**src/sv/rtp_h264_hevc_depacketizer_top_assert.svh**
```systemverilog
// Assertion macros shared by the depacketizer modules.
// Each module that asserts provides clk and rst_n in scope.
`ifndef RTP_H264_HEVC_DEPACKETIZER_TOP_ASSERT_SVH
`define RTP_H264_HEVC_DEPACKETIZER_TOP_ASSERT_SVH

// Same-cycle implication.
`define RHD_ASSERT_IMP(name, ante, cons) \
    name: assert property (@(posedge clk) disable iff (!rst_n) (ante) |-> (cons)) \
        else $error("rhd: assertion failed");

// Next-cycle implication.
`define RHD_ASSERT_NXT(name, ante, cons) \
    name: assert property (@(posedge clk) disable iff (!rst_n) (ante) |=> (cons)) \
        else $error("rhd: assertion failed");

`endif

```
**src/sv/rhd_pkg.sv**
```systemverilog
// ----------------------------------------------------------------------------
// rhd_pkg
// Types, codes and NAL header helpers for the RTP H.264/HEVC depacketizer.
// ----------------------------------------------------------------------------
`default_nettype none

package rhd_pkg;

    // codec select
    localparam logic CODEC_H264 = 1'b0;
    localparam logic CODEC_HEVC = 1'b1;

    // packet-level NAL types
    localparam logic [4:0] H264_T_STAPA = 5'd24;
    localparam logic [4:0] H264_T_FUA   = 5'd28;
    localparam logic [4:0] H264_T_IDR   = 5'd5;
    localparam logic [4:0] H264_T_SEI   = 5'd6;
    localparam logic [4:0] H264_T_MAX   = 5'd23;
    localparam logic [5:0] HEVC_T_MAX   = 6'd47;
    localparam logic [5:0] HEVC_T_AP    = 6'd48;
    localparam logic [5:0] HEVC_T_FU    = 6'd49;
    localparam logic [5:0] HEVC_T_IRAP_LO = 6'd16;
    localparam logic [5:0] HEVC_T_IRAP_HI = 6'd23;

    // error codes
    localparam logic [1:0] ERR_NONE     = 2'd0;
    localparam logic [1:0] ERR_TYPE     = 2'd1;
    localparam logic [1:0] ERR_SIZE     = 2'd2;
    localparam logic [1:0] ERR_FU_SHORT = 2'd3;

    // frame class
    localparam logic [1:0] FK_B     = 2'd0;
    localparam logic [1:0] FK_OTHER = 2'd1;
    localparam logic [1:0] FK_INTRA = 2'd2;

    // start code 00 00 00 01: its zero byte and its last byte
    localparam logic [7:0] SC_ZERO = 8'h00;
    localparam logic [7:0] SC_ONE  = 8'h01;

    typedef enum logic [9:0] {
        PH_IDLE      = 10'b00_0000_0001,
        PH_SKIP      = 10'b00_0000_0010,
        PH_SECOND    = 10'b00_0000_0100,
        PH_COPY      = 10'b00_0000_1000,
        PH_SIZE_HI   = 10'b00_0001_0000,
        PH_SIZE_LO   = 10'b00_0010_0000,
        PH_SUB_FIRST = 10'b00_0100_0000,
        PH_SUB_REST  = 10'b00_1000_0000,
        PH_TRAIL     = 10'b01_0000_0000,
        PH_FU_HDR    = 10'b10_0000_0000
    } phase_t;

    // All results caused by one payload byte.
    typedef struct packed {
        logic       sc;      // start code leads the results
        logic [1:0] nb;      // stream bytes after the start code (0..2)
        logic [7:0] b0;
        logic [7:0] b1;
        logic [1:0] err;
        logic [1:0] fclass;
    } rhd_bundle_t;

    function automatic logic [1:0] class_h264(input logic [7:0] hdr, input logic [1:0] fk);
        logic [4:0] t;
        logic [1:0] r;
        t = hdr[4:0];
        r = fk;
        if (t >= 5'd1 && t <= H264_T_MAX) begin
            if (t == H264_T_IDR || t == H264_T_SEI)
                r = FK_INTRA;
            else if (fk == FK_B && hdr[6:5] != 2'd0)
                r = FK_OTHER;
        end
        return r;
    endfunction

    function automatic logic [1:0] class_hevc(input logic [7:0] hdr);
        logic [5:0] t;
        t = hdr[6:1];
        return (t >= HEVC_T_IRAP_LO && t <= HEVC_T_IRAP_HI) ? FK_INTRA : FK_OTHER;
    endfunction

endpackage

`default_nettype wire

```
**src/sv/rhd_parse.sv**
```systemverilog
// ----------------------------------------------------------------------------
// rhd_parse
// Input register and payload parser: one byte per cycle while bnd_ready is high, into a result bundle.
// ----------------------------------------------------------------------------
`default_nettype none

module rhd_parse (
    input  wire logic                 clk,
    input  wire logic                 rst_n,
    input  wire logic                 cfg_valid,
    output logic                      cfg_ready,
    input  wire logic                 cfg_data,
    input  wire logic                 s_axis_tvalid,
    output logic                      s_axis_tready,
    input  wire logic [23:0]          s_axis_tdata,  // data_byte[7:0], bytes_left[23:8]
    input  wire logic [1:0]           s_axis_tuser,  // packet_start[0], frame_start[1]
    output logic                      bnd_valid,
    input  wire logic                 bnd_ready,
    output rhd_pkg::rhd_bundle_t      bnd
);

    `include "rtp_h264_hevc_depacketizer_top_assert.svh"

    logic                 codec_reg;
    logic                 in_valid_reg;
    logic [7:0]           in_byte_reg;
    logic [15:0]          in_left_reg;
    logic                 in_ps_reg;
    logic                 in_fs_reg;

    rhd_pkg::phase_t      phase_reg, phase_next;
    logic [7:0]           hdr1_reg, hdr1_next;
    logic [7:0]           hdr2_reg, hdr2_next;
    logic [7:0]           size_hi_reg, size_hi_next;
    logic [15:0]          sub_left_reg, sub_left_next;
    logic [1:0]           fk_reg, fk_next;
    logic                 drop_reg, drop_next;

    logic                 adv;
    logic [15:0]          len;
    logic [15:0]          lenm1;
    logic [15:0]          sz;
    logic [15:0]          left_dec;
    logic [7:0]           r0;
    logic [4:0]           t264;
    logic [5:0]           t265;
    rhd_pkg::phase_t      agg_phase;
    rhd_pkg::rhd_bundle_t bnd_next;

    assign cfg_ready     = 1'b1;
    assign adv           = in_valid_reg && bnd_ready;
    assign s_axis_tready = !in_valid_reg || bnd_ready;
    assign bnd_valid     = adv;
    assign bnd           = bnd_next;

    always_ff @(posedge clk or negedge rst_n)
    begin
        if (!rst_n)
        begin
            codec_reg    <= rhd_pkg::CODEC_H264;
            in_valid_reg <= 1'b0;
        end
        else
        begin
            if (cfg_valid)
                codec_reg <= cfg_data;
            if (s_axis_tready)
                in_valid_reg <= s_axis_tvalid;
        end
    end

    always_ff @(posedge clk)
    begin
        if (s_axis_tready && s_axis_tvalid)
        begin
            in_byte_reg <= s_axis_tdata[7:0];
            in_left_reg <= s_axis_tdata[23:8];
            in_ps_reg   <= s_axis_tuser[0];
            in_fs_reg   <= s_axis_tuser[1];
        end
    end

    always_ff @(posedge clk or negedge rst_n)
    begin
        if (!rst_n)
        begin
            phase_reg    <= rhd_pkg::PH_IDLE;
            hdr1_reg     <= 8'd0;
            hdr2_reg     <= 8'd0;
            size_hi_reg  <= 8'd0;
            sub_left_reg <= 16'd0;
            fk_reg       <= rhd_pkg::FK_B;
            drop_reg     <= 1'b0;
        end
        else if (adv)
        begin
            phase_reg    <= phase_next;
            hdr1_reg     <= hdr1_next;
            hdr2_reg     <= hdr2_next;
            size_hi_reg  <= size_hi_next;
            sub_left_reg <= sub_left_next;
            fk_reg       <= fk_next;
            drop_reg     <= drop_next;
        end
    end

    assign len       = (in_left_reg == 16'd0) ? 16'd1 : in_left_reg;
    assign lenm1     = len - 16'd1;
    assign sz        = {size_hi_reg, in_byte_reg};
    assign left_dec  = (sub_left_reg != 16'd0) ? sub_left_reg - 16'd1 : 16'd0;
    assign t264      = in_byte_reg[4:0];
    assign t265      = in_byte_reg[6:1];
    // two bytes or fewer left after this byte cannot hold another non-empty sub-NAL
    assign agg_phase = (lenm1 > 16'd2) ? rhd_pkg::PH_SIZE_HI : rhd_pkg::PH_TRAIL;
    assign r0        = (codec_reg == rhd_pkg::CODEC_H264) ?
                       {hdr1_reg[7:5], in_byte_reg[4:0]} :
                       {hdr1_reg[7], in_byte_reg[5:0], hdr1_reg[0]};

    always_comb
    begin
        phase_next    = phase_reg;
        hdr1_next     = hdr1_reg;
        hdr2_next     = hdr2_reg;
        size_hi_next  = size_hi_reg;
        sub_left_next = sub_left_reg;
        fk_next       = in_fs_reg ? rhd_pkg::FK_B : fk_reg;
        drop_next     = drop_reg;
        bnd_next.sc   = 1'b0;
        bnd_next.nb   = 2'd0;
        bnd_next.b0   = in_byte_reg;
        bnd_next.b1   = hdr2_reg;
        bnd_next.err  = rhd_pkg::ERR_NONE;

        if (in_ps_reg)
        begin
            drop_next  = 1'b0;
            phase_next = rhd_pkg::PH_IDLE;
            hdr1_next  = in_byte_reg;
            if (codec_reg == rhd_pkg::CODEC_H264)
            begin
                if (t264 >= 5'd1 && t264 <= rhd_pkg::H264_T_MAX)
                begin
                    fk_next     = rhd_pkg::class_h264(in_byte_reg, fk_next);
                    bnd_next.sc = 1'b1;
                    bnd_next.nb = 2'd1;
                    phase_next  = rhd_pkg::PH_COPY;
                end
                else if (t264 == rhd_pkg::H264_T_STAPA)
                    phase_next = agg_phase;
                else if (t264 == rhd_pkg::H264_T_FUA && lenm1 > 16'd1)
                    phase_next = rhd_pkg::PH_FU_HDR;
                else
                begin
                    bnd_next.err = (t264 == rhd_pkg::H264_T_FUA) ?
                                   rhd_pkg::ERR_FU_SHORT : rhd_pkg::ERR_TYPE;
                    drop_next    = 1'b1;
                end
            end
            else
            begin
                fk_next = rhd_pkg::class_hevc(in_byte_reg);
                if (t265 <= rhd_pkg::HEVC_T_MAX)
                begin
                    bnd_next.sc = 1'b1;
                    bnd_next.nb = 2'd1;
                    phase_next  = rhd_pkg::PH_COPY;
                end
                else if (t265 == rhd_pkg::HEVC_T_AP)
                    phase_next = rhd_pkg::PH_SKIP;
                else if (t265 == rhd_pkg::HEVC_T_FU && len >= 16'd4)
                    phase_next = rhd_pkg::PH_SECOND;
                else
                begin
                    bnd_next.err = (t265 == rhd_pkg::HEVC_T_FU) ?
                                   rhd_pkg::ERR_FU_SHORT : rhd_pkg::ERR_TYPE;
                    drop_next    = 1'b1;
                end
            end
        end
        else if (!drop_reg)
        begin
            case (phase_reg)
                rhd_pkg::PH_SKIP:
                    phase_next = agg_phase;
                rhd_pkg::PH_SECOND:
                begin
                    hdr2_next  = in_byte_reg;
                    phase_next = rhd_pkg::PH_FU_HDR;
                end
                rhd_pkg::PH_FU_HDR:
                begin
                    // start fragment: rebuild the NAL header
                    if (in_byte_reg[7])
                    begin
                        bnd_next.sc = 1'b1;
                        bnd_next.b0 = r0;
                        if (codec_reg == rhd_pkg::CODEC_H264)
                        begin
                            bnd_next.nb = 2'd1;
                            fk_next     = rhd_pkg::class_h264(r0, fk_next);
                        end
                        else
                        begin
                            bnd_next.nb = 2'd2;
                            fk_next     = rhd_pkg::class_hevc(r0);
                        end
                    end
                    phase_next = rhd_pkg::PH_COPY;
                end
                rhd_pkg::PH_COPY:
                    bnd_next.nb = 2'd1;
                rhd_pkg::PH_SIZE_HI:
                begin
                    size_hi_next = in_byte_reg;
                    phase_next   = rhd_pkg::PH_SIZE_LO;
                end
                rhd_pkg::PH_SIZE_LO:
                begin
                    if (sz > lenm1)
                    begin
                        bnd_next.err = rhd_pkg::ERR_SIZE;
                        drop_next    = 1'b1;
                        phase_next   = rhd_pkg::PH_IDLE;
                    end
                    else
                    begin
                        bnd_next.sc = 1'b1;
                        if (sz == 16'd0)
                            phase_next = agg_phase;
                        else
                        begin
                            sub_left_next = sz;
                            phase_next    = rhd_pkg::PH_SUB_FIRST;
                        end
                    end
                end
                rhd_pkg::PH_SUB_FIRST, rhd_pkg::PH_SUB_REST:
                begin
                    bnd_next.nb = 2'd1;
                    if (phase_reg == rhd_pkg::PH_SUB_FIRST)
                        fk_next = (codec_reg == rhd_pkg::CODEC_H264) ?
                                  rhd_pkg::class_h264(in_byte_reg, fk_next) :
                                  rhd_pkg::class_hevc(in_byte_reg);
                    sub_left_next = left_dec;
                    phase_next    = (left_dec == 16'd0) ? agg_phase : rhd_pkg::PH_SUB_REST;
                end
                default:
                    ;
            endcase
        end

        if (len == 16'd1)
            phase_next = rhd_pkg::PH_IDLE;
        bnd_next.fclass = fk_next;
    end

    `RHD_ASSERT_IMP(a_drop_silent, adv && drop_reg && !in_ps_reg, !bnd_next.sc && bnd_next.nb == 2'd0 && bnd_next.err == rhd_pkg::ERR_NONE)
    `RHD_ASSERT_IMP(a_sub_rest_left, phase_reg == rhd_pkg::PH_SUB_REST, sub_left_reg != 16'd0)
    `RHD_ASSERT_IMP(a_drop_idle, drop_reg, phase_reg == rhd_pkg::PH_IDLE)

endmodule

`default_nettype wire

```
**src/sv/rhd_emit.sv**
```systemverilog
// ----------------------------------------------------------------------------
// rhd_emit
// Result register: holds one bundle, hands out one result per cycle unless stalled.
// ----------------------------------------------------------------------------
`default_nettype none

module rhd_emit (
    input  wire logic                 clk,
    input  wire logic                 rst_n,
    input  wire logic                 bnd_valid,
    output logic                      bnd_ready,
    input  wire rhd_pkg::rhd_bundle_t bnd,
    output logic                      m_axis_tvalid,
    input  wire logic                 m_axis_tready,
    output logic [7:0]                m_axis_tdata,  // out_byte[7:0]
    output logic [5:0]                m_axis_tuser,  // byte_valid[0], nal_begin[1],
                                                     // frame_class[3:2], error_code[5:4]
    output logic                      m_axis_tlast
);

    `include "rtp_h264_hevc_depacketizer_top_assert.svh"

    logic                 valid_reg;
    rhd_pkg::rhd_bundle_t bnd_reg;
    logic [2:0]           idx_reg;

    logic [2:0]           cnt;
    logic                 in_sc;
    logic                 pick_b1;
    logic                 done;
    logic [7:0]           obyte;
    logic                 ovalid;
    logic                 obegin;

    assign cnt = bnd_reg.sc ? (3'd4 + {1'b0, bnd_reg.nb}) :
                 ((bnd_reg.nb == 2'd0) ? 3'd1 : {1'b0, bnd_reg.nb});
    assign in_sc   = bnd_reg.sc && (idx_reg < 3'd4);
    assign pick_b1 = bnd_reg.sc ? (idx_reg == 3'd5) : (idx_reg == 3'd1);

    always_comb
    begin
        if (in_sc)
            obyte = (idx_reg == 3'd3) ? rhd_pkg::SC_ONE : rhd_pkg::SC_ZERO;
        else if (bnd_reg.nb == 2'd0)
            obyte = 8'd0;
        else
            obyte = pick_b1 ? bnd_reg.b1 : bnd_reg.b0;
    end

    assign ovalid        = in_sc || (bnd_reg.nb != 2'd0);
    assign obegin        = bnd_reg.sc && (idx_reg == 3'd0);
    assign m_axis_tvalid = valid_reg;
    assign m_axis_tlast  = (idx_reg == cnt - 3'd1);
    assign m_axis_tdata  = obyte;
    assign m_axis_tuser  = {bnd_reg.err, bnd_reg.fclass, obegin, ovalid};
    assign done          = valid_reg && m_axis_tready && m_axis_tlast;
    assign bnd_ready     = !valid_reg || done;

    always_ff @(posedge clk or negedge rst_n)
    begin
        if (!rst_n)
        begin
            valid_reg <= 1'b0;
            idx_reg   <= 3'd0;
        end
        else if (bnd_ready && bnd_valid)
        begin
            valid_reg <= 1'b1;
            idx_reg   <= 3'd0;
        end
        else if (done)
            valid_reg <= 1'b0;
        else if (valid_reg && m_axis_tready)
            idx_reg <= idx_reg + 3'd1;
    end

    always_ff @(posedge clk)
    begin
        if (bnd_ready && bnd_valid)
            bnd_reg <= bnd;
    end

    `RHD_ASSERT_NXT(a_stall_hold, m_axis_tvalid && !m_axis_tready, m_axis_tvalid && $stable(idx_reg))
    `RHD_ASSERT_IMP(a_begin_first, m_axis_tvalid && m_axis_tuser[1], idx_reg == 3'd0 && m_axis_tuser[0])
    `RHD_ASSERT_IMP(a_err_alone, m_axis_tvalid && m_axis_tuser[5:4] != rhd_pkg::ERR_NONE, m_axis_tlast && !m_axis_tuser[0])

endmodule

`default_nettype wire

```
**src/sv/rtp_h264_hevc_depacketizer_top.sv**
```systemverilog
// ----------------------------------------------------------------------------
// rtp_h264_hevc_depacketizer_top
// RTP H.264 / HEVC payload to Annex-B byte stream converter.
// ----------------------------------------------------------------------------
// Usage:
//   s_axis carries one RTP payload byte per request, with bytes_left and the
//   packet_start / frame_start flags. m_axis gives 1 to 6 results per payload
//   byte: stream bytes, start codes (nal_begin on the first 00), a single
//   error result or an empty one; tlast marks the final result of each byte.
//   cfg_valid/cfg_data writes codec_select (0 H.264, 1 HEVC); write it only
//   while the block is empty. cfg_ready is always high.
// Timing:
//   The input register and the result register form two stages; the result
//   register emits one result per cycle while m_axis_tready is high and holds
//   a byte's bundle until its last result is taken. Plain payload bytes flow
//   at one per cycle while m_axis_tready stays high; a start code adds 4
//   results, so a byte that opens a NAL yields 5 results (6 at an HEVC
//   fragment start, 4 at an aggregate size field).
// Reset / stall:
//   rst_n clears both stages, the parser state (idle, class B) and selects
//   H.264. When m_axis_tready is low the held result stays and s_axis_tready
//   drops once the input register is also full.
// ----------------------------------------------------------------------------
`default_nettype none

module rtp_h264_hevc_depacketizer_top (
    input  wire logic        clk,
    input  wire logic        rst_n,
    input  wire logic        cfg_valid,
    output logic             cfg_ready,
    input  wire logic        cfg_data,       // codec_select
    input  wire logic        s_axis_tvalid,
    output logic             s_axis_tready,
    input  wire logic [23:0] s_axis_tdata,   // data_byte[7:0], bytes_left[23:8]
    input  wire logic [1:0]  s_axis_tuser,   // packet_start[0], frame_start[1]
    output logic             m_axis_tvalid,
    input  wire logic        m_axis_tready,
    output logic [7:0]       m_axis_tdata,   // out_byte[7:0]
    output logic [5:0]       m_axis_tuser,   // byte_valid[0], nal_begin[1],
                                             // frame_class[3:2], error_code[5:4]
    output logic             m_axis_tlast    // last
);

    logic                 bnd_valid;
    logic                 bnd_ready;
    rhd_pkg::rhd_bundle_t bnd;

    rhd_parse u_parse (
        .clk           (clk),
        .rst_n         (rst_n),
        .cfg_valid     (cfg_valid),
        .cfg_ready     (cfg_ready),
        .cfg_data      (cfg_data),
        .s_axis_tvalid (s_axis_tvalid),
        .s_axis_tready (s_axis_tready),
        .s_axis_tdata  (s_axis_tdata),
        .s_axis_tuser  (s_axis_tuser),
        .bnd_valid     (bnd_valid),
        .bnd_ready     (bnd_ready),
        .bnd           (bnd)
    );

    rhd_emit u_emit (
        .clk           (clk),
        .rst_n         (rst_n),
        .bnd_valid     (bnd_valid),
        .bnd_ready     (bnd_ready),
        .bnd           (bnd),
        .m_axis_tvalid (m_axis_tvalid),
        .m_axis_tready (m_axis_tready),
        .m_axis_tdata  (m_axis_tdata),
        .m_axis_tuser  (m_axis_tuser),
        .m_axis_tlast  (m_axis_tlast)
    );

endmodule

`default_nettype wire

```
**config.mk**
```make
export PLATFORM = sky130hd
export DESIGN_NAME = rtp_h264_hevc_depacketizer_top
export DESIGN_NICKNAME = d
export VERILOG_FILES = /design/src/sv/rhd_pkg.sv /design/src/sv/rhd_parse.sv /design/src/sv/rhd_emit.sv /design/src/sv/rtp_h264_hevc_depacketizer_top.sv
export VERILOG_INCLUDE_DIRS = /design/src /design/src/sv
export SDC_FILE = /design/constraint.sdc
export NUM_CORES = 1
export LEC_CHECK = 0
export ABC_AREA = 1
export BUFFER_PORTS_ARGS = -buffer_cell sky130_fd_sc_hd__buf_2
export CAP_MARGIN = 20
export CELL_PAD_IN_SITES_DETAIL_PLACEMENT = 0
export CELL_PAD_IN_SITES_GLOBAL_PLACEMENT = 1
export CORE_ASPECT_RATIO = 1.2
export CORE_UTILIZATION = 49
export CTS_CLUSTER_DIAMETER = 50
export DETAILED_ROUTE_END_ITERATION = 8
export GPL_TIMING_DRIVEN = 0
export PLACE_DENSITY = 0.95
export SLEW_MARGIN = 20
export SYNTH_ARGS = -nofsm -noshare
export SYNTH_HDL_FRONTEND = slang
export SYNTH_HIERARCHICAL = 1
export SYNTH_SLANG_ARGS = --single-unit
```
**constraint.sdc**
```tcl
create_clock -name clk -period 7.65 [get_ports clk]
set_clock_uncertainty 0.2 [all_clocks]
set_input_delay 1.1475 -clock clk [delete_from_list [all_inputs] [get_ports clk]]
set_output_delay 1.1475 -clock clk [all_outputs]
set_load 0.05 [all_outputs]
```
* Yosys cells after proc, flatten, opt, wreduce, memory -nomap -nowiden
Index checks and enable logic that the tools add are counted.
Word-level totals: output and inout bits 18, register bits 108, input bits 32, word-level logic and storage cells 196
Operators by class: equality and inequality tests 25, magnitude comparators 14, bitwise gates (word level) 2, mux-type cells 85, add/subtract/negate cells 5, reduce and logical (&&, ||, !) cells 44
Operator list (number):
- $mux 10 | 12
- $mux 16 | 4
- $mux 2 | 30
- $pmux 10 s6 | 1
- $logic_not 16->1 | 3
- $mux 8 | 5
- $pmux 16 s2 | 1
- $sub 16x1->16 const B | 2
- $mux 3 | 9
- $mux 11 | 2
- $eq 5x3->1 const B | 4
- $eq 16x1->1 const B | 1
- $ge 16x3->1 const B | 1
- $gt 16x1->1 const B | 1
- $gt 16x16->1 | 1
- $gt 16x2->1 const B | 1
- $mux 1 | 16
- $reduce_bool 16->1 | 1
- $logic_and 1x1->1 | 15
- $eq 6x6->1 const B | 2
- $ge 6x5->1 const B | 2
- $le 6x5->1 const B | 2
- $reduce_bool 2->1 | 6
- $eq 10x10->1 const B | 1
- 37 further kinds | 52

* Longest topological paths before layout
Gate-level depths: netlist of run 1.
depth after elaboration 11, gate-level depth with buffers 28, depth with buffers taken out 27

* Cells and area by module
The synthesis of run 1 kept the hierarchy.
Modules (own cells, without submodules):
- rhd_parse | cells each 734, times used 1, sequential area each 2058.2 um^2, area an instance 5280.1 um^2
- rhd_emit | cells each 112, times used 1, sequential area each 790.8 um^2, area an instance 1232.4 um^2

* Worst setup path before layout of run 1
No wires, ideal clock.
path kind reg2reg, from register u_emit/bnd_reg[22] in the netlist's numbering, to register u_emit/bnd_reg[10] in the netlist's numbering (enable), data arrival time 3.332 ns, required time 7.047 ns, cell stages (with the launch flop) 14, clock period less this slack 3.934 ns, setup time 0.403 ns, slack 3.716 ns, path buffers 1, path through edfxtp_1 -> o21ai_1 -> inv_1 -> ha_1 -> xor2_1 -> nand3_1 -> nor2_4 -> a21boi_1 -> inv_1 -> nand2_1 -> inv_1 -> clkbuf_1 -> inv_1 -> nor2_1
On the way: word-level cells in the longest chain between the ends 7
Ends and longest elaborated chain:
- from (decl) | RTL line rhd_emit.sv:24 | rhd_pkg::rhd_bundle_t bnd_reg;
- from (signal assigned) | RTL line rhd_emit.sv:80 | bnd_reg <= bnd;
- $mux 3 | RTL line rhd_emit.sv:35 | assign cnt = bnd_reg.sc ? (3'd4 + {1'b0, bnd_reg.nb}) :
- $sub 3x1->3 | RTL line rhd_emit.sv:53 | assign m_axis_tlast = (idx_reg == cnt - 3'd1);
- $eq 3x3->1 | RTL line rhd_emit.sv:53
- named net m_axis_tlast | RTL line rtp_h264_hevc_depacketizer_top.sv:41 | output logic m_axis_tlast
- $logic_and 1x1->1 | RTL line rhd_emit.sv:56 | assign done = valid_reg && m_axis_tready && m_axis_tlast;
- $logic_or 1x1->1 | RTL line rhd_emit.sv:57 | assign bnd_ready = !valid_reg || done;
- named net bnd_ready | RTL line rtp_h264_hevc_depacketizer_top.sv:45 | logic bnd_ready;
- $logic_and 1x1->1 | RTL line rhd_parse.sv:51 | assign adv = in_valid_reg && bnd_ready;
- named net bnd_valid | RTL line rtp_h264_hevc_depacketizer_top.sv:44 | logic bnd_valid;
- $logic_and 1x1->1 | RTL line rhd_emit.sv:79 | if (bnd_ready && bnd_valid)
The timed path passes the listed nets, and every way through them passes these cells. A chain may end at the register's enable or synchronous reset.

* Worst setup path after layout of run 1
from register u_parse.in_left_reg[11], to register u_parse.sub_left_reg[11]
On the way: word-level cells in the longest chain between the ends 6
Ends and longest elaborated chain:
- from (decl) | RTL line rhd_parse.sv:27 | logic [15:0] in_left_reg;
- from (signal assigned) | RTL line rhd_parse.sv:77 | in_left_reg <= s_axis_tdata[23:8];
- $logic_not 16->1 | RTL line rhd_parse.sv:107 | assign len = (in_left_reg == 16'd0) ? 16'd1 : in_left_reg;
- $mux 16 (*) | RTL line rhd_parse.sv:107
- $sub 16x1->16 (*) | RTL line rhd_parse.sv:108 | assign lenm1 = len - 16'd1;
- $gt 16x16->1 (*) | RTL line rhd_parse.sv:219 | if (sz > lenm1)
- $ne 2x2->1 (no source line) (*)
- $reduce_and 6->1 (no source line) (*)
- to (signal assigned) | RTL line rhd_parse.sv:101 | sub_left_reg <= sub_left_next;
- to (decl) | RTL line rhd_parse.sv:35 | logic [15:0] sub_left_reg, sub_left_next;
Every way passes the cells marked *; elsewhere a longest branch is shown, timed or not.

==> impl_metrics.csv, run 1 <==
group,metric,value,unit
cts,clkTransAtPathRegs,70,ps
layout,mostFrequentLayoutCells,"nand2_1 (224), inv_1 (96), nor2_1 (92), o21ai_0 (66), dfrtp_1 (54)",
routing,num_vias,5722,
layout,area_growth,12.5,%
floorplanning,io_pins,50,
cts,cts_buffer_depth,2,
critical_path,worstSetupPathType,"register to register",
sta,setup_viol,0,
global_routing,grt_max_degree,56,
sta,post-route-min-period,4290,ps
status,status,"complete, no violations",
place,dpl_cell_area,7010,um2
floorplanning,core,12800,um2
floorplanning,fp.dieW,107,um
routing,drt-total-wl,15400,um
place,port-buffer-count,48,
global_routing,grt_pass1_wl,25400,um
critical_path,cp_max_fo,10,
cts,clkSinkCount,104,
flow_run,cap_viol_max_count,0,
power_and_ir_drop,peakVddDrop,154,uV
layout,final_cell_area,7330,um2
power_and_ir_drop,p_leak,3.45,nW
routing,routedWlPerCell,14.3,um
synth,syn_area,6510,um2
layout,multi_input_area,3140,um2
layout,diodes,0,
sta,relSlewSlack,49.5,%
synth,synth_nets,904,
floorplanning,initial_core_util,51.0,%
critical_path,worstPathRequired,7690,ps
sta,fin_ws,3360,ps
floorplanning,rows,45,
layout,register_area,2850,um2
critical_path,slowest_delay,450,ps
synth,avgSynthCellArea,7.70,um2
cts,holdBufCountCts,0,
sta,finalCritPeriodShare,56.0,%
global_routing,antenna_found_initial,0,
critical_path,crit_family,"simple AND/OR/NAND/NOR gates",
synth,synth.distinct_cells,50,
floorplanning,die_area,13800,um2
cts,cts_setup_buffers,0,
cts,htreeDepth,3,
routing,drt-pass1-iter-count,7,
synth,ys_ff_latch,104,
sta,timing.hold.ws,250,ps
synth,async_reset_ff_share,52.9,%
sta,grt_setup_unrepaired,"no",
synth,synth_cells,846,
layout,final_nets,965,
floorplanning,die_y,128,um
routing,final_antenna_net_count,0,
power_and_ir_drop,p_per_area,285,nW/um2
hold_path,hold_class,"register to register",
critical_path,critPathBufInv,6,
synth,synth_warnings,6,
critical_path,cp.arrival,4330,ps
layout,drive_above_1_share,14.8,%
synth,synth_ff_type,"dfrtp_1",
critical_path,critPathCaptureType,"register",
cts,clock_latency,350,ps
layout,fillers,1206,
synth,yosysSeqAreaShare,43.7,%
cts,cts_buffers,9,
global_routing,grt_usage,23.9,%
layout,largest_register_ff_count,19,
sta,fmax,233,MHz
sta,finalHoldViolCount,0,
sta,fin_setup_tns,0,ps
routing,viasPerCell,5.32,
place,dpl.hpwl,11800,um
cts,cts_tree,"done",
critical_path,crit_top_cell,"nand2_1",
routing,drc,0,
cts,clockRootBuffer,"clkbuf_16",
critical_path,worstSetupStartpointType,"register",
routing,initialDrtViolationCount,511,
global_routing,grt_pass1_vias,5253,
layout,final_common_cell,"nand2_1",
critical_path,slowest_stage,"edfxtp_1",
synth,synth_edf_count,49,
global_routing,gr-total-overflow,0,
cts,cts_resized,0,
sta,worst_pin_slew,758,ps
place,pre_cts_ws,3400,ps
sta,slew_viol_final,0,
place,routabilityCongestion,0.921,
==> worst paths after layout <==
kind                                          from                       end  slack, ps  cells past startpoint
setup / recovery           u_parse/in_left_reg[11]  u_parse/sub_left_reg[11]       3360                     28
hold / removal                 u_parse/hdr2_reg[7]        u_emit/bnd_reg[11]        250                      0
setup reg to reg           u_parse/in_left_reg[11]  u_parse/sub_left_reg[11]       3360                     28
hold reg to reg                u_parse/hdr2_reg[7]        u_emit/bnd_reg[11]        250                      0
max in group asynchronous                    rst_n       u_parse/hdr1_reg[0]       6090                      1
min in group asynchronous                    rst_n   u_parse/sub_left_reg[5]        650                      1
==> per-stage QoR <==
stage | utilization [%] | power (mW) | cells
2_1_floorplan | - | 1.40 | 846
3_3_place_gp | 54.4 | 1.58 | 1058
3_5_place_dp | 54.9 | 1.62 | 1060
4_1_cts | 57.3 | 2.10 | 1076
5_1_grt | 57.3 | 2.23 | 1076
6_report | 57.3 | 2.09 | 1076
==> metal layers <==
metal	GRT usage, %	wire length, um	vias up
li1	-	-	2900
met1	31.4	6830	2597
met2	39.9	7430	203
met3	3.86	906	22
met4	8.70	248	0
met5	0	0	-
==> report_power, final <==
group / internal [mW] / leakage [nW] / switching (mW)
clock: 0.261 / 0.154 / 0.219
combinational: 0.240 / 2.13 / 0.518
sequential: 0.737 / 1.17 / 0.114
total: 1.24 / 3.45 / 0.851
==> cell families after synthesis <==
kind of cell	after synthesis	synth area share, %
other	1	0.0576
flip-flops	104	43.7
adder cells (fa/ha/maj)	26	5.00
AO/OA/AOI/OAI	128	10.8
buffers and inverters	130	8.30
AND/OR/NAND/NOR	442	30.1
XOR/XNOR	15	2.02
==> worst register-to-register path, delay by kind of cell (launching register included) <==
kind | cells | cell delay (ps)
and+or+nand+nor | 19 | 2370
buffers and inverters | 6 | 650
adders and majority gates | 2 | 470
DFF | 1 | 450
AOI/OAI and AO/OA | 1 | 60
==> cells in the mapped netlist (all sizes together) (2+ instances only) <==
library cell	count	share of area (%)
o21ai	88	6.8
nand2	232	14
nor4	7	0.77
and2	4	0.38
and3	3	0.29
clkbuf	8	0.54
nor2	110	7.2
inv	108	6.2
nand4	17	1.7
a21oi	24	2.0
o22ai	2	0.19
xor2	9	1.2
or3	2	0.19
o221ai	2	0.27
ha	26	5.0
xnor2	6	0.81
nor3	15	1.4
o211ai	2	0.23
nand3	51	4.3
o31ai	3	0.35
edfxtp	49	23
dfrtp	54	21
buf	14	1.5
==> area by class of cell <==
type                       instances  area share, %
clock inverter                     7           1.23
tap                              164           2.80
buffer                            22           1.84
sequential                       104           38.9
multi-input combinational        612           42.8
timing repair buffer              50           3.84
inverter                         108           5.53
clock buffer                       9           3.07
Note: power is estimated with default switching activity, not from simulation.
==> run 2, diff against run 1 <==
--- a/config.mk
+++ b/config.mk
@@ -6,17 +6,17 @@
 export SDC_FILE = /design/constraint.sdc
 export NUM_CORES = 1
 export LEC_CHECK = 0
-export ABC_AREA = 1
+export ABC_AREA = 0
 export BUFFER_PORTS_ARGS = -buffer_cell sky130_fd_sc_hd__buf_2
 export CAP_MARGIN = 20
 export CELL_PAD_IN_SITES_DETAIL_PLACEMENT = 0
 export CELL_PAD_IN_SITES_GLOBAL_PLACEMENT = 1
 export CORE_ASPECT_RATIO = 1.2
-export CORE_UTILIZATION = 49
+export CORE_UTILIZATION = 48
 export CTS_CLUSTER_DIAMETER = 50
 export DETAILED_ROUTE_END_ITERATION = 8
 export GPL_TIMING_DRIVEN = 0
-export PLACE_DENSITY = 0.95
+export PLACE_DENSITY = 0.92
 export SLEW_MARGIN = 20
 export SYNTH_ARGS = -nofsm -noshare
 export SYNTH_HDL_FRONTEND = slang
==> constraint.sdc (replaced) <==
create_clock -name clk -period 4.34 [get_ports clk]
set_clock_uncertainty 0.2 [all_clocks]
set_input_delay 0.651 -clock clk [delete_from_list [all_inputs] [get_ports clk]]
set_output_delay 0.651 -clock clk [all_outputs]
set_load 0.05 [all_outputs]
==> run 2 against run 1 <==
  * First-iteration DRC count fell by 3.1%
  * Highest routed layer unchanged
  * Register-to-register slack worse by 3200 ps
  * Largest power group is now combinational cells
  * Critical path type unchanged
  * Flip-flop and latch count is the same
  * Cell count shrank 15%
  * Die area rose by 2.4%
  * Total power increased by 96%
  * Worst hold slack got worse by 110 ps
  * Utilization decreased by 0.61 points
  * Synthesized cell count is 22% lower
==> impl_metrics.csv, run 2 <==
group,metric,value,unit
status,status,"complete, no violations",
synth,synth_nets,715,
synth,yosys.area.top_type,"edfxtp_1",
sta,post-route-min-period,4210,ps
cts,clkSinkCount,104,
routing,drt-pass1-iter-count,5,
cts,clock_latency,350,ps
cts,clockRootBuffer,"clkbuf_16",
floorplanning,rows,46,
synth,ys_ff_latch,104,
flow_run,cap_viol_max_count,0,
critical_path,cp.arrival,4300,ps
sta,finalHoldViolCount,0,
place,dpl.hpwl,12200,um
sta,fin_setup_tns,0,ps
sta,setup_viol,0,
sta,slew_viol_final,0,
critical_path,crit_path_cell_trace,"nor4_4 > and3_4 > nand2_1 > o21ai_2 > inv_1 > ha_2 > nand2_2 > nor4_1 > xnor2_1 > ha_1 > nand3_1 > or3_4 > a211o_1 > and3_4 > o211a_1 > o21ai_4 > buf_2 > a22o_1",
floorplanning,core,13200,um2
cts,cts_buffers,9,
layout,final_nets,795,
cts,cts_buffer_depth,2,
sta,relSlewSlack,36.2,%
layout,area_growth,14.9,%
critical_path,cp_max_fo,5,
synth,synth_edf_count,49,
synth,yosys-top-cells-area,"edfxtp_1 (23%), dfrtp_1 (21%), ha_1 (5.0%), nand2_1 (3.7%), mux2_2 (3.6%)",
routing,routedWlPerCell,18.5,um
floorplanning,die_area,14100,um2
critical_path,slowest_stage,"edfxtp_1",
layout,final_core_util,56.7,%
synth,async_reset_ff_share,52.9,%
power_and_ir_drop,intPower,2.35,mW
floorplanning,initial_core_util,49.4,%
hold_path,hold_class,"input port to asynchronous set/reset pin",
cts,clkTransAtPathRegs,80,ps
power_and_ir_drop,switching_share,42.8,%
critical_path,crit_family,"simple AND/OR/NAND/NOR gates",
power_and_ir_drop,combPwrFrac,41.9,%
routing,initialDrtViolationCount,495,
critical_path,crit_start,"u_parse/in_left_reg[10]",
global_routing,antenna_found_initial,0,
critical_path,critPathCaptureType,"register",
cts,holdBufCountCts,0,
synth,yosysMostFrequentCell,"nand2_1",
power_and_ir_drop,pwr-share-seq,39.2,%
critical_path,r2r-start,"u_parse/in_left_reg[10]",
critical_path,worstPathRequired,4430,ps
synth,syn_area,6540,um2
sta,fmax,237,MHz
routing,drc,0,
global_routing,grt_pass1_vias,5383,
layout,register_area,2850,um2
synth,synth_cells,657,
critical_path,slowest_delay,430,ps
layout,largest_register_ff_count,19,
synth,synth_ff_type,"dfrtp_1",
global_routing,grt_max_degree,56,
layout,fillers,1168,
sta,worst_pin_slew,957,ps
global_routing,gr-total-overflow,0,
place,port-buffer-count,48,
power_and_ir_drop,p_per_area,546,nW/um2
synth,synth.top_cell.area_share,22.5,%
cts,cts_tree,"done",
synth,synth.distinct_cells,90,
sta,timing.hold.ws,144,ps
critical_path,worstSetupStartpointType,"register",
floorplanning,die_y,130,um
synth,synth_warnings,6,
layout,final_cell_area,7510,um2
routing,viasPerCell,6.18,
power_and_ir_drop,power_switching,1.76,mW
floorplanning,fp.dieW,109,um
routing,drt-total-wl,16900,um
place,pre_cts_ws,-759,ps
critical_path,crit_top_cell,"and3_4",
layout,diodes,0,
floorplanning,io_pins,50,
sta,fin_ws,127,ps
layout,mostFrequentLayoutCells,"nand2_1 (63), dfrtp_1 (54), buf_2 (53), edfxtp_1 (49), nor2_1 (49)",
routing,final_antenna_net_count,0,
synth,avgSynthCellArea,9.95,um2
place,routabilityCongestion,0.964,
global_routing,grt_usage,25.1,%
critical_path,critPathBufInv,2,
routing,num_vias,5622,
synth,yosysSeqAreaShare,43.6,%
layout,drive_above_1_share,22.9,%
layout,final_common_cell,"nand2_1",
global_routing,grt_pass1_wl,27000,um
synth,ys_top_cells_by_count,"nand2_1 (64), dfrtp_1 (54), edfxtp_1 (49), nor2_1 (49), a21oi_1 (34)",
critical_path,worstSetupPathType,"register to register",
power_and_ir_drop,peakVddDrop,386,uV
sta,finalCritPeriodShare,97.1,%
layout,multi_input_area,3480,um2
place,dpl_cell_area,7020,um2
cts,htreeDepth,3,
power_and_ir_drop,p_leak,3.05,nW
power_and_ir_drop,clockPowerShare,19.0,%
run 2: cell count changes after synthesis, sizes merged, moves of 12 or more:
cell   previous run  this run
a21oi            24        36
inv             108        31
mux2              0        21
nand2           232        65
nand3            51        23
nor2            110        49
nor3             15        33
o21ai            88        29
run 2: power groups by stage:
stage / clock, mW / sequential, mW / combinational [mW]
floorplan: 0 / 1.55 / 1.26
global placement: 0 / 1.61 / 1.59
detailed placement: 0 / 1.63 / 1.63
CTS: 0.789 / 1.60 / 1.69
global route: 0.824 / 1.64 / 1.88
finish: 0.778 / 1.61 / 1.72
run 2: stage by stage:
stage               total power [mW]  cells
floorplan                       2.81    657
global placement                3.20    873
detailed placement              3.26    873
CTS                             4.08    906
global route                    4.35    910
finish                          4.10    910
run 2: path summary, 6_finish.rpt:
path | to | slack, ps | depth (start not counted)
min in group clk | u_emit/bnd_reg[8] | 250 | 0
worst min register to register | u_emit/bnd_reg[8] | 250 | 0
worst max-delay path | u_parse/sub_left_reg[0] | 130 | 18
worst min-delay path | u_parse/sub_left_reg[11] | 140 | 1
max in group asynchronous | u_parse/in_valid_reg | 3320 | 1
worst max register to register | u_parse/sub_left_reg[0] | 130 | 18
run 2: cell type report:
cell class	instances	share of cell area (%)
tap	168	2.80
multi-input combinational	488	46.4
sequential	104	37.9
buffer	33	2.28
timing repair buffer	69	5.30
clock buffer	10	3.05
clock inverter	6	0.666
inverter	32	1.60
run 2: per-layer routing:
layer / global-route usage (%) / part of all wire, %
met1: 30.9 / 41
met3: 3.15 / 5.5
met5: 0 / 0
met2: 43.6 / 50
met4: 11.8 / 3.8
run 2: repair_timing:
action / 4_1_cts / 5_1_grt
resized for setup: 8 / 3
setup endpoints to repair: 23 / 18
buffers inserted: 17 / 3
cloned: 0 / 1
pin swaps: 8 / 6
run 2: cells by family (layout without fill, tap and decap cells):
group / count (synthesis) / after routing / share of synthesized area, %
buffers and inverters: 65 / 150 / 4.36
DFF: 104 / 104 / 43.6
other: 1 / 1 / 0.0574
muxes: 28 / 28 / 4.69
xor gates and xnor gates: 18 / 18 / 2.87
and+or+nand+nor: 254 / 254 / 20.8
adders and majority gates: 26 / 26 / 4.98
AOI/OAI and AO/OA: 161 / 161 / 18.6
run 2: worst register-to-register path, cell delays in order, from the launching register on:
cell and delay (ps):
edfxtp_1 430, nor4_4 370, and3_4 260, nand2_1 80, o21ai_2 160, inv_1 90, ha_2 200, nand2_2 90
nor4_1 60, xnor2_1 170, ha_1 300, nand3_1 100, or3_4 380, a211o_1 260, and3_4 170, o211a_1 240
o21ai_4 220, buf_2 220, a22o_1 160
==> run 3, diff against run 2 <==
--- a/config.mk
+++ b/config.mk
@@ -12,11 +12,13 @@
 export CELL_PAD_IN_SITES_DETAIL_PLACEMENT = 0
 export CELL_PAD_IN_SITES_GLOBAL_PLACEMENT = 1
 export CORE_ASPECT_RATIO = 1.2
-export CORE_UTILIZATION = 48
+export CORE_UTILIZATION = 49
+export CTS_BUF_LIST = sky130_fd_sc_hd__clkbuf_4
 export CTS_CLUSTER_DIAMETER = 50
 export DETAILED_ROUTE_END_ITERATION = 8
 export GPL_TIMING_DRIVEN = 0
-export PLACE_DENSITY = 0.92
+export MAX_ROUTING_LAYER = met4
+export PLACE_DENSITY = 0.93
 export SLEW_MARGIN = 20
 export SYNTH_ARGS = -nofsm -noshare
 export SYNTH_HDL_FRONTEND = slang
==> run 3 against run 2 <==
  * The flow now finishes with violations (negative hold slack)
  * Largest power group unchanged
  * Via count is 1.0% lower
  * Critical path type unchanged
  * Clock power is 32% lower
  * Highest routed layer unchanged
  * Combinational power is 2% higher
  * Largest cell class unchanged
  * Worst setup slack worse by 50 ps
  * First-iteration DRC count is 21% lower
  * Die area is 2.0% lower
  * Global-route usage is 1.9 points higher
  * Sequential power hardly changed
  * Register-to-register slack worse by 50 ps
==> impl_metrics.csv, run 3 (same netlist as run 2, synthesis figures left out) <==
group,metric,value,unit
hold_path,hold_class,"input port to asynchronous set/reset pin",
floorplanning,core,12800,um2
routing,drt-pass1-iter-count,5,
layout,final_cell_area,7440,um2
global_routing,use_met2,45.7,%
routing,drc,0,
sta,slew_viol_final,0,
floorplanning,fp.dieW,107,um
status,violations,"negative hold slack",
sta,worst_pin_slew,1000,ps
floorplanning,io_pins,50,
cts,htreeDepth,3,
power_and_ir_drop,peakVddDrop,323,uV
global_routing,grt_usage,27.0,%
critical_path,worstSetupStartpointType,"register",
layout,area_growth,13.8,%
sta,finalCritPeriodShare,98.2,%
routing,initialDrtViolationCount,393,
global_routing,grt_pass1_vias,5634,
floorplanning,initial_core_util,50.9,%
global_routing,grtUsageMet3,3.44,%
cts,clkTransAtPathRegs,190,ps
sta,fmax,235,MHz
layout,drive_above_1_share,23.8,%
critical_path,cp_max_fo,5,
critical_path,critPathCaptureType,"register",
cts,cts_tree,"done",
cts,cts_buffer_depth,2,
layout,multi_input_area,3510,um2
power_and_ir_drop,p_leak,3.03,nW
layout,final_core_util,58.0,%
sta,finalHoldViolCount,13,
global_routing,grt_pass1_wl,27800,um
global_routing,antenna_found_initial,1,
routing,final_antenna_net_count,0,
place,routabilityCongestion,0.964,
layout,fillers,1122,
global_routing,grt_max_degree,56,
sta,setup_viol,0,
critical_path,cp.arrival,4480,ps
floorplanning,rows,45,
layout,final_cells,910,
sta,relSlewSlack,33.2,%
power_and_ir_drop,total_power,3.88,mW
critical_path,worstPathRequired,4560,ps
routing,viasPerCell,6.12,
floorplanning,die_area,13800,um2
global_routing,grtUsageMet1,31.4,%
flow_run,cap_viol_max_count,0,
routing,num_vias,5565,
power_and_ir_drop,p_per_area,522,nW/um2
status,status,"complete, but fails checks",
place,dp_cells,870,
layout,mostFrequentLayoutCells,"nand2_1 (63), dfrtp_1 (54), buf_2 (52), edfxtp_1 (49), nor2_1 (47)",
global_routing,grt-busiest-layer,"met2",
cts,holdBufCountCts,0,
place,dpl.hpwl,12200,um
cts,clock_latency,480,ps
cts,cts_buffers,9,
routing,routedWlPerCell,18.8,um
critical_path,regToRegSetupSlack,80,ps
layout,register_area,2850,um2
place,port-buffer-count,48,
cts,clockRootBuffer,"clkbuf_4",
critical_path,worstSetupPathType,"register to register",
place,dpl_cell_area,7030,um2
sta,post-route-min-period,4260,ps
floorplanning,die_y,129,um
cts,clkSinkCount,104,
layout,final_common_cell,"nand2_1",
layout,final_nets,798,
global_routing,gr-total-overflow,0,
layout,largest_register_ff_count,19,
routing,drt-total-wl,17100,um
sta,timing.hold.ws,-28.6,ps
run 3: changes by cell type in the layout (fill, tap and decap cells not counted), sizes merged:
cell,change
buf,+3
clkinv,+3
clkbuf,-1
clkinvlp,-1
diode,+1
inv,-1
run 3: final timing paths:
check                                        start                       to  cells after the start
setup / recovery           u_parse/in_left_reg[12]  u_parse/sub_left_reg[1]                     19
hold / removal                               rst_n      u_parse/hdr1_reg[5]                      1
setup reg to reg           u_parse/in_left_reg[12]  u_parse/sub_left_reg[1]                     19
hold reg to reg                u_parse/hdr2_reg[5]        u_emit/bnd_reg[9]                      0
max in group asynchronous                    rst_n   u_parse/size_hi_reg[2]                      1
min in group clk                   s_axis_tdata[4]   u_parse/in_byte_reg[4]                      1
run 3: per-stage QoR:
stage	setup WS, ps	TNS (ps)
2_1_floorplan	35.1	0
3_3_place_gp	-695	-9500
3_5_place_dp	-789	-12060
4_1_cts	5.40	0
5_1_grt	-10.8	-10.8
6_report	76.6	0
run 3: final cells by class:
cell class,count,share of cell area (%)
antenna,1,0.0336
multi-input combinational,488,47.1
clock buffer,9,0.908
timing repair buffer,72,5.78
inverter,32,1.61
buffer,33,2.30
sequential,104,38.3
tap,164,2.76
clock inverter,7,1.19
run 3: routing by layer:
layer / up-vias / wire length, um
met3: 57 / 850
met2: 213 / 8520
met4: 0 / 760
met1: 2653 / 6950
li1: 2642 / -
met5: - / 0
run 3: what timing repair did:
item | 4_1_cts | 5_1_grt
cloned | 1 | 0
pin swaps | 10 | 8
setup buffers | 16 | 6
endpoints found under the setup margin | 23 | 19
gates resized for setup | 10 | 8
endpoints found under the hold margin | 0 | 0
run 3: power breakdown:
group	internal, mW	switching (mW)
clock network	0.143	0.386
registers	1.31	0.288
logic	0.650	1.11
run 3: worst max-delay path, stage by stage, from the launching register on:
cell	delay [ps]
edfxtp_1	480
nor4_4	400
and3_4	250
nand2_1	90
o21ai_2	170
inv_2	70
ha_4	170
nand2_4	80
nor2_2	60
nand2_1	80
xor2_1	70
ha_1	320
nand3_2	90
or3_4	430
a211o_1	270
and3_4	180
o211a_1	240
o21ai_4	230
buf_6	170
mux2i_1	180
